**src/design/swlap_pkg.sv**
```systemverilog
// Shared types and constants for the stopwatch with lap memory.
// No dependencies; the other design files that use it refer to it by scoped names.
package swlap_pkg;

  localparam int unsigned MIN_W  = 7;
  localparam int unsigned SEC_W  = 6;
  localparam int unsigned CEN_W  = 7;
  localparam int unsigned CNT_W  = 4;
  localparam int unsigned LAP_W  = MIN_W + SEC_W + CEN_W;

  localparam logic [CEN_W-1:0] CEN_LAST = CEN_W'(99);
  localparam logic [SEC_W-1:0] SEC_LAST = SEC_W'(59);
  localparam logic [MIN_W-1:0] MIN_LAST = MIN_W'(99);

  typedef enum logic [2:0] {
    CMD_TICK  = 3'd0,
    CMD_START = 3'd1,
    CMD_STOP  = 3'd2,
    CMD_RESET = 3'd3,
    CMD_LAP   = 3'd4,
    CMD_UP    = 3'd5,
    CMD_DOWN  = 3'd6,
    CMD_READ  = 3'd7
  } cmd_e;

  typedef struct packed {
    logic [2:0] cmd;
    logic [1:0] row_offset;
  } in_item_t;

  typedef struct packed {
    logic [MIN_W-1:0] time_minutes;
    logic [SEC_W-1:0] time_seconds;
    logic [CEN_W-1:0] time_centis;
    logic             is_running;
    logic [CNT_W-1:0] laps_stored;
    logic [CNT_W-1:0] scroll_pos;
    logic             row_valid;
    logic [CNT_W-1:0] row_lap_number;
    logic [MIN_W-1:0] row_minutes;
    logic [SEC_W-1:0] row_seconds;
    logic [CEN_W-1:0] row_centis;
  } out_item_t;

  // Item state handed from the update stage to the read-out stage
  typedef struct packed {
    logic [MIN_W-1:0] minutes;
    logic [SEC_W-1:0] seconds;
    logic [CEN_W-1:0] centis;
    logic             running;
    logic [CNT_W-1:0] laps;
    logic [CNT_W-1:0] scroll;
    logic             row_valid;
    logic [CNT_W-1:0] row_num;
    logic             fwd;
    logic [LAP_W-1:0] fwd_data;
  } stage_t;

endpackage

```
**src/design/swlap_stream_if.sv**
```systemverilog
// Valid/ready stream interface carrying one item of payload type T.
// Depends on nothing; payload types come from swlap_pkg at instantiation.
interface swlap_stream_if #(parameter type T = logic) ();
  logic valid;
  logic ready;
  T     data;

  modport source (output valid, output data, input ready);
  modport sink   (input valid, input data, output ready);
endinterface

```
**src/design/stopwatch_with_lap_memory.sv**
```systemverilog
// Stopwatch with lap memory, top level. Depends on swlap_pkg, swlap_stream_if,
// swlap_ram, swlap_ctrl and swlap_rdout.
// An accepted command is registered with its read of the one-write, one-read lap
// store, then moved to the output register; one item per cycle unless res_o stalls.
// Reset: counters, run flag, lap count, scroll and valids clear; lap store is
// not cleared, only entries below the lap count are ever used.
module stopwatch_with_lap_memory #(
  parameter int unsigned LAP_DEPTH = 10
) (
  input  logic           clk_i,
  input  logic           rst_ni,
  swlap_stream_if.sink   cmd_i,
  swlap_stream_if.source res_o
);

  localparam int unsigned IW = (LAP_DEPTH > 1) ? $clog2(LAP_DEPTH) : 1;

  logic                        acc;
  logic                        take;
  logic                        we;
  logic [IW-1:0]               waddr;
  logic [IW-1:0]               raddr;
  logic [swlap_pkg::LAP_W-1:0] wdata;
  logic [swlap_pkg::LAP_W-1:0] rdata;
  swlap_pkg::stage_t           stage;

  assign cmd_i.ready = take;
  assign acc         = cmd_i.valid && take;

  swlap_ctrl #(.LAP_DEPTH(LAP_DEPTH)) u_ctrl (
    .clk_i   (clk_i),
    .rst_ni  (rst_ni),
    .acc_i   (acc),
    .item_i  (cmd_i.data),
    .we_o    (we),
    .waddr_o (waddr),
    .wdata_o (wdata),
    .raddr_o (raddr),
    .stage_o (stage)
  );

  swlap_ram #(.WIDTH(swlap_pkg::LAP_W), .DEPTH(LAP_DEPTH)) u_ram (
    .clk_i   (clk_i),
    .we_i    (we && acc),
    .waddr_i (waddr),
    .wdata_i (wdata),
    .re_i    (acc),
    .raddr_i (raddr),
    .rdata_o (rdata)
  );

  swlap_rdout u_rdout (
    .clk_i       (clk_i),
    .rst_ni      (rst_ni),
    .acc_i       (acc),
    .stage_i     (stage),
    .rdata_i     (rdata),
    .take_o      (take),
    .out_valid_o (res_o.valid),
    .out_ready_i (res_o.ready),
    .out_data_o  (res_o.data)
  );

  a_stall_only_on_backpressure: assert property (@(posedge clk_i) disable iff (!rst_ni)
    !cmd_i.ready |-> (res_o.valid && !res_o.ready))
    else $error("input stalled without output backpressure");

  a_scroll_in_range: assert property (@(posedge clk_i) disable iff (!rst_ni)
    (res_o.valid && LAP_DEPTH < 16) |->
      ((res_o.data.laps_stored == '0 && res_o.data.scroll_pos == '0) ||
       (res_o.data.scroll_pos < res_o.data.laps_stored)))
    else $error("scroll position outside stored laps");

  a_invalid_row_zero: assert property (@(posedge clk_i) disable iff (!rst_ni)
    (res_o.valid && !res_o.data.row_valid) |->
      (res_o.data.row_lap_number == '0 && res_o.data.row_minutes == '0 &&
       res_o.data.row_seconds == '0 && res_o.data.row_centis == '0))
    else $error("invalid row carries lap data");

endmodule

```
**src/design/swlap_ram.sv**
```systemverilog
// Generic single-write, single-read RAM with registered read data.
// No dependencies; contents are not reset.
module swlap_ram #(
  parameter int unsigned WIDTH = 20,
  parameter int unsigned DEPTH = 10
) (
  input  logic                                     clk_i,
  input  logic                                     we_i,
  input  logic [((DEPTH > 1) ? $clog2(DEPTH) : 1)-1:0] waddr_i,
  input  logic [WIDTH-1:0]                         wdata_i,
  input  logic                                     re_i,
  input  logic [((DEPTH > 1) ? $clog2(DEPTH) : 1)-1:0] raddr_i,
  output logic [WIDTH-1:0]                         rdata_o
);

  logic [WIDTH-1:0] mem_q [DEPTH];

  always_ff @(posedge clk_i) begin
    if (we_i) begin
      mem_q[waddr_i] <= wdata_i;
    end
    if (re_i) begin
      rdata_o <= mem_q[raddr_i];
    end
  end

endmodule

```
**src/design/swlap_ctrl.sv**
```systemverilog
// Command decode, time counters, lap count and scroll registers; issues lap
// store write and row read. Depends on swlap_pkg.
module swlap_ctrl #(
  parameter int unsigned LAP_DEPTH = 10
) (
  input  logic                                             clk_i,
  input  logic                                             rst_ni,
  input  logic                                             acc_i,
  input  swlap_pkg::in_item_t                              item_i,
  output logic                                             we_o,
  output logic [((LAP_DEPTH > 1) ? $clog2(LAP_DEPTH) : 1)-1:0] waddr_o,
  output logic [swlap_pkg::LAP_W-1:0]                      wdata_o,
  output logic [((LAP_DEPTH > 1) ? $clog2(LAP_DEPTH) : 1)-1:0] raddr_o,
  output swlap_pkg::stage_t                                stage_o
);

  localparam int unsigned CW = $clog2(LAP_DEPTH + 1);
  localparam int unsigned IW = (LAP_DEPTH > 1) ? $clog2(LAP_DEPTH) : 1;
  localparam int unsigned SW = (CW > 2) ? CW : 2;

  logic [swlap_pkg::CEN_W-1:0] cen_q, cen_d;
  logic [swlap_pkg::SEC_W-1:0] sec_q, sec_d;
  logic [swlap_pkg::MIN_W-1:0] min_q, min_d;
  logic                        run_q, run_d;
  logic [CW-1:0]               total_q, total_d;
  logic [CW-1:0]               scroll_q, scroll_d;

  logic [SW:0]                 diff;
  logic [SW:0]                 num;
  logic                        row_ok;

  always_comb begin
    cen_d    = cen_q;
    sec_d    = sec_q;
    min_d    = min_q;
    run_d    = run_q;
    total_d  = total_q;
    scroll_d = scroll_q;
    we_o     = 1'b0;
    unique case (swlap_pkg::cmd_e'(item_i.cmd))
      swlap_pkg::CMD_TICK: begin
        if (run_q) begin
          if (cen_q == swlap_pkg::CEN_LAST) begin
            cen_d = '0;
            if (sec_q == swlap_pkg::SEC_LAST) begin
              sec_d = '0;
              min_d = (min_q == swlap_pkg::MIN_LAST) ? '0 : min_q + 1'b1;
            end else begin
              sec_d = sec_q + 1'b1;
            end
          end else begin
            cen_d = cen_q + 1'b1;
          end
        end
      end
      swlap_pkg::CMD_START: run_d = 1'b1;
      swlap_pkg::CMD_STOP:  run_d = 1'b0;
      swlap_pkg::CMD_RESET: begin
        cen_d    = '0;
        sec_d    = '0;
        min_d    = '0;
        run_d    = 1'b0;
        total_d  = '0;
        scroll_d = '0;
      end
      swlap_pkg::CMD_LAP: begin
        if (run_q) begin
          if (total_q != CW'(LAP_DEPTH)) begin
            we_o     = 1'b1;
            total_d  = total_q + 1'b1;
            scroll_d = total_q;
          end else begin
            scroll_d = total_q - 1'b1;
          end
        end
      end
      swlap_pkg::CMD_UP: begin
        if (total_q != '0 && scroll_q < total_q - 1'b1) begin
          scroll_d = scroll_q + 1'b1;
        end
      end
      swlap_pkg::CMD_DOWN: begin
        if (scroll_q != '0) begin
          scroll_d = scroll_q - 1'b1;
        end
      end
      swlap_pkg::CMD_READ: ;
      default: ;
    endcase
  end

  // Row index = scroll - offset; the top bit is the borrow
  always_comb begin
    diff   = {1'b0, SW'(scroll_d)} - {1'b0, SW'(item_i.row_offset)};
    row_ok = !diff[SW] && (diff[SW-1:0] < SW'(total_d));
    num    = {1'b0, diff[SW-1:0]} + 1'b1;
  end

  assign waddr_o = IW'(total_q);
  assign wdata_o = {min_q, sec_q, cen_q};
  assign raddr_o = IW'(diff[SW-1:0]);

  always_comb begin
    stage_o.minutes   = min_d;
    stage_o.seconds   = sec_d;
    stage_o.centis    = cen_d;
    stage_o.running   = run_d;
    stage_o.laps      = swlap_pkg::CNT_W'(total_d);
    stage_o.scroll    = swlap_pkg::CNT_W'(scroll_d);
    stage_o.row_valid = row_ok;
    stage_o.row_num   = row_ok ? swlap_pkg::CNT_W'(num) : '0;
    stage_o.fwd       = we_o && (waddr_o == raddr_o);
    stage_o.fwd_data  = wdata_o;
  end

  always_ff @(posedge clk_i or negedge rst_ni) begin
    if (!rst_ni) begin
      cen_q    <= '0;
      sec_q    <= '0;
      min_q    <= '0;
      run_q    <= 1'b0;
      total_q  <= '0;
      scroll_q <= '0;
    end else if (acc_i) begin
      cen_q    <= cen_d;
      sec_q    <= sec_d;
      min_q    <= min_d;
      run_q    <= run_d;
      total_q  <= total_d;
      scroll_q <= scroll_d;
    end
  end

endmodule

```
**src/design/swlap_rdout.sv**
```systemverilog
// Read-out stage: waits for lap store data, forwards a same-cycle write,
// and holds the result item in an output register. Depends on swlap_pkg.
module swlap_rdout (
  input  logic                        clk_i,
  input  logic                        rst_ni,
  input  logic                        acc_i,
  input  swlap_pkg::stage_t           stage_i,
  input  logic [swlap_pkg::LAP_W-1:0] rdata_i,
  output logic                        take_o,
  output logic                        out_valid_o,
  input  logic                        out_ready_i,
  output swlap_pkg::out_item_t        out_data_o
);

  swlap_pkg::stage_t    s1_q;
  logic                 s1_v_q, s1_v_d;
  logic                 out_v_q, out_v_d;
  logic                 s1_adv;
  logic [swlap_pkg::LAP_W-1:0] lap;
  swlap_pkg::out_item_t res_d;

  assign s1_adv  = s1_v_q && (!out_v_q || out_ready_i);
  assign take_o  = !s1_v_q || s1_adv;
  assign s1_v_d  = acc_i || (s1_v_q && !s1_adv);
  assign out_v_d = s1_adv || (out_v_q && !out_ready_i);

  always_comb begin
    lap = s1_q.fwd ? s1_q.fwd_data : rdata_i;
    if (!s1_q.row_valid) begin
      lap = '0;
    end
    res_d.time_minutes   = s1_q.minutes;
    res_d.time_seconds   = s1_q.seconds;
    res_d.time_centis    = s1_q.centis;
    res_d.is_running     = s1_q.running;
    res_d.laps_stored    = s1_q.laps;
    res_d.scroll_pos     = s1_q.scroll;
    res_d.row_valid      = s1_q.row_valid;
    res_d.row_lap_number = s1_q.row_num;
    {res_d.row_minutes, res_d.row_seconds, res_d.row_centis} = lap;
  end

  always_ff @(posedge clk_i or negedge rst_ni) begin
    if (!rst_ni) begin
      s1_v_q  <= 1'b0;
      out_v_q <= 1'b0;
    end else begin
      s1_v_q  <= s1_v_d;
      out_v_q <= out_v_d;
    end
  end

  always_ff @(posedge clk_i) begin
    if (acc_i) begin
      s1_q <= stage_i;
    end
    if (s1_adv) begin
      out_data_o <= res_d;
    end
  end

  assign out_valid_o = out_v_q;

endmodule

```
**src/flat_wrapper.sv**
```systemverilog
// flat-port wrapper written by rule: the top's interface ports become plain ports
module stopwatch_with_lap_memory_flat 
#(
  parameter int unsigned LAP_DEPTH = 10
)
  (clk_i, rst_ni, cmd_i_valid, cmd_i_data, cmd_i_ready, res_o_valid, res_o_data, res_o_ready);
  swlap_stream_if #(.T(swlap_pkg::in_item_t)) cmd_i_i ();
  swlap_stream_if #(.T(swlap_pkg::out_item_t)) res_o_i ();
  input  logic clk_i;
  input  logic rst_ni;
  input wire logic [$bits(cmd_i_i.valid)-1:0] cmd_i_valid;
  input wire logic [$bits(cmd_i_i.data)-1:0] cmd_i_data;
  output wire logic [$bits(cmd_i_i.ready)-1:0] cmd_i_ready;
  output wire logic [$bits(res_o_i.valid)-1:0] res_o_valid;
  output wire logic [$bits(res_o_i.data)-1:0] res_o_data;
  input wire logic [$bits(res_o_i.ready)-1:0] res_o_ready;
  assign cmd_i_i.valid = cmd_i_valid;
  assign cmd_i_i.data = cmd_i_data;
  assign cmd_i_ready = cmd_i_i.ready;
  assign res_o_valid = res_o_i.valid;
  assign res_o_data = res_o_i.data;
  assign res_o_i.ready = res_o_ready;
  stopwatch_with_lap_memory #(.LAP_DEPTH(LAP_DEPTH)) u_core (.clk_i(clk_i), .rst_ni(rst_ni), .cmd_i(cmd_i_i), .res_o(res_o_i));
endmodule
```
**config.mk**
```make
export PLATFORM = sky130hd
export DESIGN_NAME = stopwatch_with_lap_memory_flat
export DESIGN_NICKNAME = d
export VERILOG_FILES = /design/src/design/swlap_pkg.sv /design/src/design/swlap_stream_if.sv /design/src/design/stopwatch_with_lap_memory.sv /design/src/design/swlap_ram.sv /design/src/design/swlap_ctrl.sv /design/src/design/swlap_rdout.sv /design/src/flat_wrapper.sv
export SDC_FILE = /design/constraint.sdc
export NUM_CORES = 1
export LEC_CHECK = 0
export ABC_AREA = 1
export ABC_CLOCK_PERIOD_IN_PS = 6200
export BUFFER_PORTS_ARGS = -buffer_cell sky130_fd_sc_hd__buf_2
export CORE_UTILIZATION = 33
export CTS_CLUSTER_DIAMETER = 150
export DETAILED_ROUTE_END_ITERATION = 10
export SLEW_MARGIN = 0
export SYNTH_ARGS = -nofsm -noshare
export SYNTH_HDL_FRONTEND = slang
export SYNTH_HIERARCHICAL = 1
export SYNTH_SLANG_ARGS = --single-unit
```
**constraint.sdc**
```tcl
create_clock -name clk_i -period 6.2 [get_ports clk_i]
set_input_delay 1.24 -clock clk_i [delete_from_list [all_inputs] [get_ports clk_i]]
set_output_delay 1.24 -clock clk_i [all_outputs]
set_load 0.02 [all_outputs]
```
* After elaboration in Yosys (flattened, before gate mapping) *
Memories as Yosys holds them, arrays and structs flattened. A register that Yosys moved wholly into a read port is not among the register bits.
Cells that the tools add are included.

word-level totals
  output and inout port bits = 56
  RAM bits = 200
  memories = 1
  logic and storage cells = 100
  register bits after elaboration = 140
  input bits = 9

memory list
  name                words  bits a word  read ports  clocked after Yosys merged registers in  wr ports  line             source
  u_core.u_ram.mem_q  10     20           1           1                                        1         swlap_ram.sv:16  logic [WIDTH-1:0] mem_q [DEPTH];

operators by class
  add/subtract/negate cells = 9
  reduce and logical (&&, ||, !) cells = 21
  eq/ne operators = 11
  muxes and demuxes = 27
  magnitude comparators = 2

operators by type and width
  operator                                           count
  two-way mux 7 bit                                  6
  case mux 7 bit (2 select lines)                    2
  two-way mux 4 bit                                  6
  two-way mux 20 bit                                 1
  two-way mux 6 bit                                  3
  case mux 4 bit (4 select lines)                    1
  adder 7 x 1 -> 7 bit (second input constant)       2
  == test 7 bit (second input constant)              2
  adder 4 x 1 -> 4 bit (second input constant)       3
  case mux 6 bit (2 select lines)                    1
  == test 3 bit (second input constant)              3
  logical AND 1 bit                                  8
  < comparator 4 bit                                 2
  case mux 4 bit (2 select lines)                    1
  nonzero test 4 bit                                 2
  subtractor 4 x 1 -> 4 bit (second input constant)  2
  adder 6 x 1 -> 6 bit (second input constant)       1
  == test 3 x 2 -> 1 bit (second input constant)     2
  == test 6 bit (second input constant)              1
  zero test 1 bit                                    5
  two-way mux 1 bit                                  5
  subtractor 4 x 2 -> 5 bit                          1
  == test 4 bit                                      1
  logical OR 1 bit                                   4
  5 further kinds                                    5

* Logic depth before layout (Yosys ltp) *
  depth in word-level cells = 8
  gate-level depth with buffers = 28
  depth with buffers taken out = 27

* Cells and area by module *
Netlist, hierarchy kept.

modules (own cells, without submodules)
  module                     cells an instance  instances  area each (um^2)  sequential area each (um^2)
  swlap_ram                  803                1          9083.7            6606.3
  swlap_rdout                225                1          3786.1            3323.2
  swlap_ctrl                 451                1          3076.7            725.7
  stopwatch_with_lap_memory  4                  1          17.5              0.0

* Least setup slack after synthesis *
OpenSTA, ideal clock, no wires.

  path type = input to register
  start point = input port res_o_ready
  end point = register u_core/u_rdout/out_data_o[0] (netlist bit) (enable)
  arrival = 3.916 ns
  path buffers = 0
  setup slack = 1.800 ns
  required time = 5.716 ns
  library setup time = 0.484 ns
  stages on the path = 2
  path through = inv_1 a21oi_1

between the ends
  word-level cells in the longest chain between the ends = 2

ends and longest elaborated chain
  element                          line                source
  start: declaration               flat_wrapper.sv:16  input wire logic [$bits(res_o_i.ready)-1:0] res_o_ready;
  logical OR 1 bit                 swlap_rdout.sv:22   assign s1_adv = s1_v_q && (!out_v_q || out_ready_i);
  logical AND 1 bit                swlap_rdout.sv:22
  named net u_core.u_rdout.s1_adv  swlap_rdout.sv:18   logic s1_adv;
  end signal: assignment           swlap_rdout.sv:58   out_data_o <= res_d;
  end: declaration                 swlap_rdout.sv:12   output swlap_pkg::out_item_t out_data_o

The timed path passes the listed nets, and every way through them passes these cells.
A chain may end at the register's enable or synchronous reset.

==> out/qor.csv <==
metric,value,unit
place.gp.congestion,0.859,
cts_tree,yes,
syn_nets,1510,
root_buffer,clkbuf_16,
grt_pass1_wl,54.3,mm
drive_above_1_share,12.7,%
netlist_top_cells_area,"edfxtp_1 (62%), nand2_1 (8.7%), nand3_1 (5.2%), inv_1 (4.9%), dfrtp_1 (4.9%)",
synth.distinct_cells,47,
max_slew_margin,27.0,%
status,finished clean,
synth_edf_count,329,
min_period_over_period,73.7,%
clkLatencyLatePin,530,ps
grt_max_degree,81,
p_per_area,419,nW/um^2
crit_start,u_core/u_ctrl/waddr_o[0],
reg2reg_from,u_core/u_ctrl/waddr_o[0],
htree_levels,2,
path_clk_slew,60,ps
fp.dieArea,49300,um^2
cp-end-kind,flip-flop,
cts_resized,0,
crit_top_cell,nand2_1,
core_area,47700,um^2
grt_pass1_vias,9820,
vias,10200,
drt_iter0_drc,886,
firstDrtPassIters,6,
crit_path_max_fanout,13,
die_x,222,um
synth_top_area_cell,edfxtp_1,
clockBufferDepth,3,
avgSynthCellArea,10.8,um^2
final_antenna_net_count,0,
drt-total-wl,34.4,mm
slowest_delay,560,ps
yosys_warnings,6,
syn_inst,1483,
worst_path_max_delay_cell,dfrtp_1,
die_h,222,um
via_per_inst,4.69,
synth.cells.most_frequent,"nand2_1 (369), edfxtp_1 (329), inv_1 (209), nand3_1 (165), nor2_1 (109)",
grt_antenna_before_repair,0,
drv_cap,0,
critical_path_class,flip-flop to flip-flop,
cts_sinks,360,
cts_setup_buffers,0,
fmax,219,MHz
cp_num_buf_inv,4,
worst_r2r_path_depth,25,
ys_seq_elements,360,
ios,65,
cp-endpoint,u_core/u_rdout/res_d[23],
skew,18.3,ps
p_leak,0.00736,uW
yosysMostFrequentCell,nand2_1,
final_util,37.4,%
worst_pin_slew,1090,ps
num-fill-cells,4557,
r2r_slack,1630,ps
setup_violations,0,
vdd.ir_drop.worst,260,uV
grt_use_total,14.0,%
gr-total-overflow,0,
numCtsBuffers,36,
hold_viol_final,0,
rsz0062_at_grt,no,
rows,80,
dp_hpwl,20.2,mm
synth_ff_type,edfxtp_1,
wire_per_inst,15.9,um
hold_class,flip-flop to flip-flop,
synth-seq-area-share,66.7,%
async_reset_ff_share,8.61,%
layout-area-overhead-vs-synth,12.0,%
drc,0,
placement.io_buffers,64,
finalSetupTns,0,ps
layout.nets,1553,
cp-start-kind,flip-flop,
critPathRequiredTime,6590,ps
synth_top_area_share,61.9,%
start_util,33.4,%
cts_hold_buf,0,
report.final.slew_viol_count,0,
cp.depth,25,
cp_top_family,adder cells,
arrival,4960,ps
netlist_area,16000,um^2
r2r-end,u_core/u_rdout/res_d[23],
period_minus_slack,4570,ps
antennaDiodeCount,0,
## registers in the layout, indices dropped and copies added (netlist names), 4 cells and up
| signal | count |
|---|---|
| u_core/u_ctrl/sec_q | 6 |
| u_core/u_ram/mem_q | 200 |
| u_core/u_ctrl/min_q | 7 |
| u_core/u_ctrl/cen_q | 7 |
| u_core/u_rdout/out_data_o | 54 |
| u_core/u_rdout/s1_q | 21 |
| u_core/u_ctrl/scroll_q | 4 |
| u_core/u_ram/rdata_o | 20 |
| u_core/u_ctrl/waddr_o | 4 |
| u_core/u_rdout/res_d | 34 |
## per-stage QoR
stage	cell area [um^2]	setup slack, ps	hold slack (ps)	power (uW)	cells
after global routing	17900	1170	425	7920	2168
after global placement	16700	1650	401	5340	2103
after detailed placement	16700	1610	405	5370	2103
final	17900	1630	418	7480	2168
after CTS	17900	1610	419	7550	2168
after floorplan	16000	1800	400	4890	1483
## cell type report
class	instances	area, um^2	share of cell area, %
multi-input combinational	821	3950	22.1
clock inverter	17	166	0.931
tap	615	769	4.30
sequential	360	10700	59.6
clock buffer	48	1020	5.70
timing repair buffer	84	470	2.63
inverter	223	845	4.72
## worst min path at each step
stage | from | endpoint | slack, ps | cells past startpoint
2_1_floorplan | u_core/u_rdout/res_d[20] | u_core/u_rdout/out_data_o[20] | 400 | 0
3_3_place_gp | u_core/u_rdout/res_d[34] | u_core/u_rdout/out_data_o[34] | 400 | 0
3_5_place_dp | u_core/u_rdout/res_d[33] | u_core/u_rdout/out_data_o[33] | 400 | 0
4_1_cts | u_core/u_rdout/res_d[49] | u_core/u_rdout/out_data_o[49] | 420 | 0
5_1_grt | u_core/u_rdout/res_d[38] | u_core/u_rdout/out_data_o[38] | 430 | 0
6_report | u_core/u_rdout/res_d[33] | u_core/u_rdout/out_data_o[33] | 420 | 0
## where the power goes
part           internal, uW  switching [uW]  total, uW
clock                  1280             887       2170
sequential             3060             250       3310
combinational           620            1390       2010
## kinds of logic after synthesis
logic type	Yosys count	share of synthesized area, %
compound gates	99	3.44
fa+ha+maj	18	1.46
flops	360	66.7
xor+xnor	14	0.768
simple gates	690	18.8
buf+inv	302	8.79
## layer usage
layer | GRT usage [%] | vias to the layer above | part of all wire (%)
met2 | 22.8 | 302 | 46
met5 | 0 | - | 0
met3 | 2.44 | 67 | 6.3
met1 | 19.2 | 4828 | 46
met4 | 3.81 | 0 | 2.1
li1 | - | 4966 | -
## cell usage in the layout (no fill, tap or decap), drive strengths merged
cell	n
o221ai	2
clkbuf	48
o211ai	3
nor4	2
dfrtp	31
inv	222
clkinv	14
edfxtp	329
fa	1
nand2	383
ha	17
xor2	10
nor2	119
nand3	166
a21o	1
a22oi	1
or2	1
bufinv	3
o32ai	1
a31oi	1
nor3	7
a21boi	1
o21ai	70
xnor2	4
a21oi	13
o22ai	6
clkinvlp	1
nand4	12
buf	84
No activity file was read; power rests on OpenSTA's default activity.
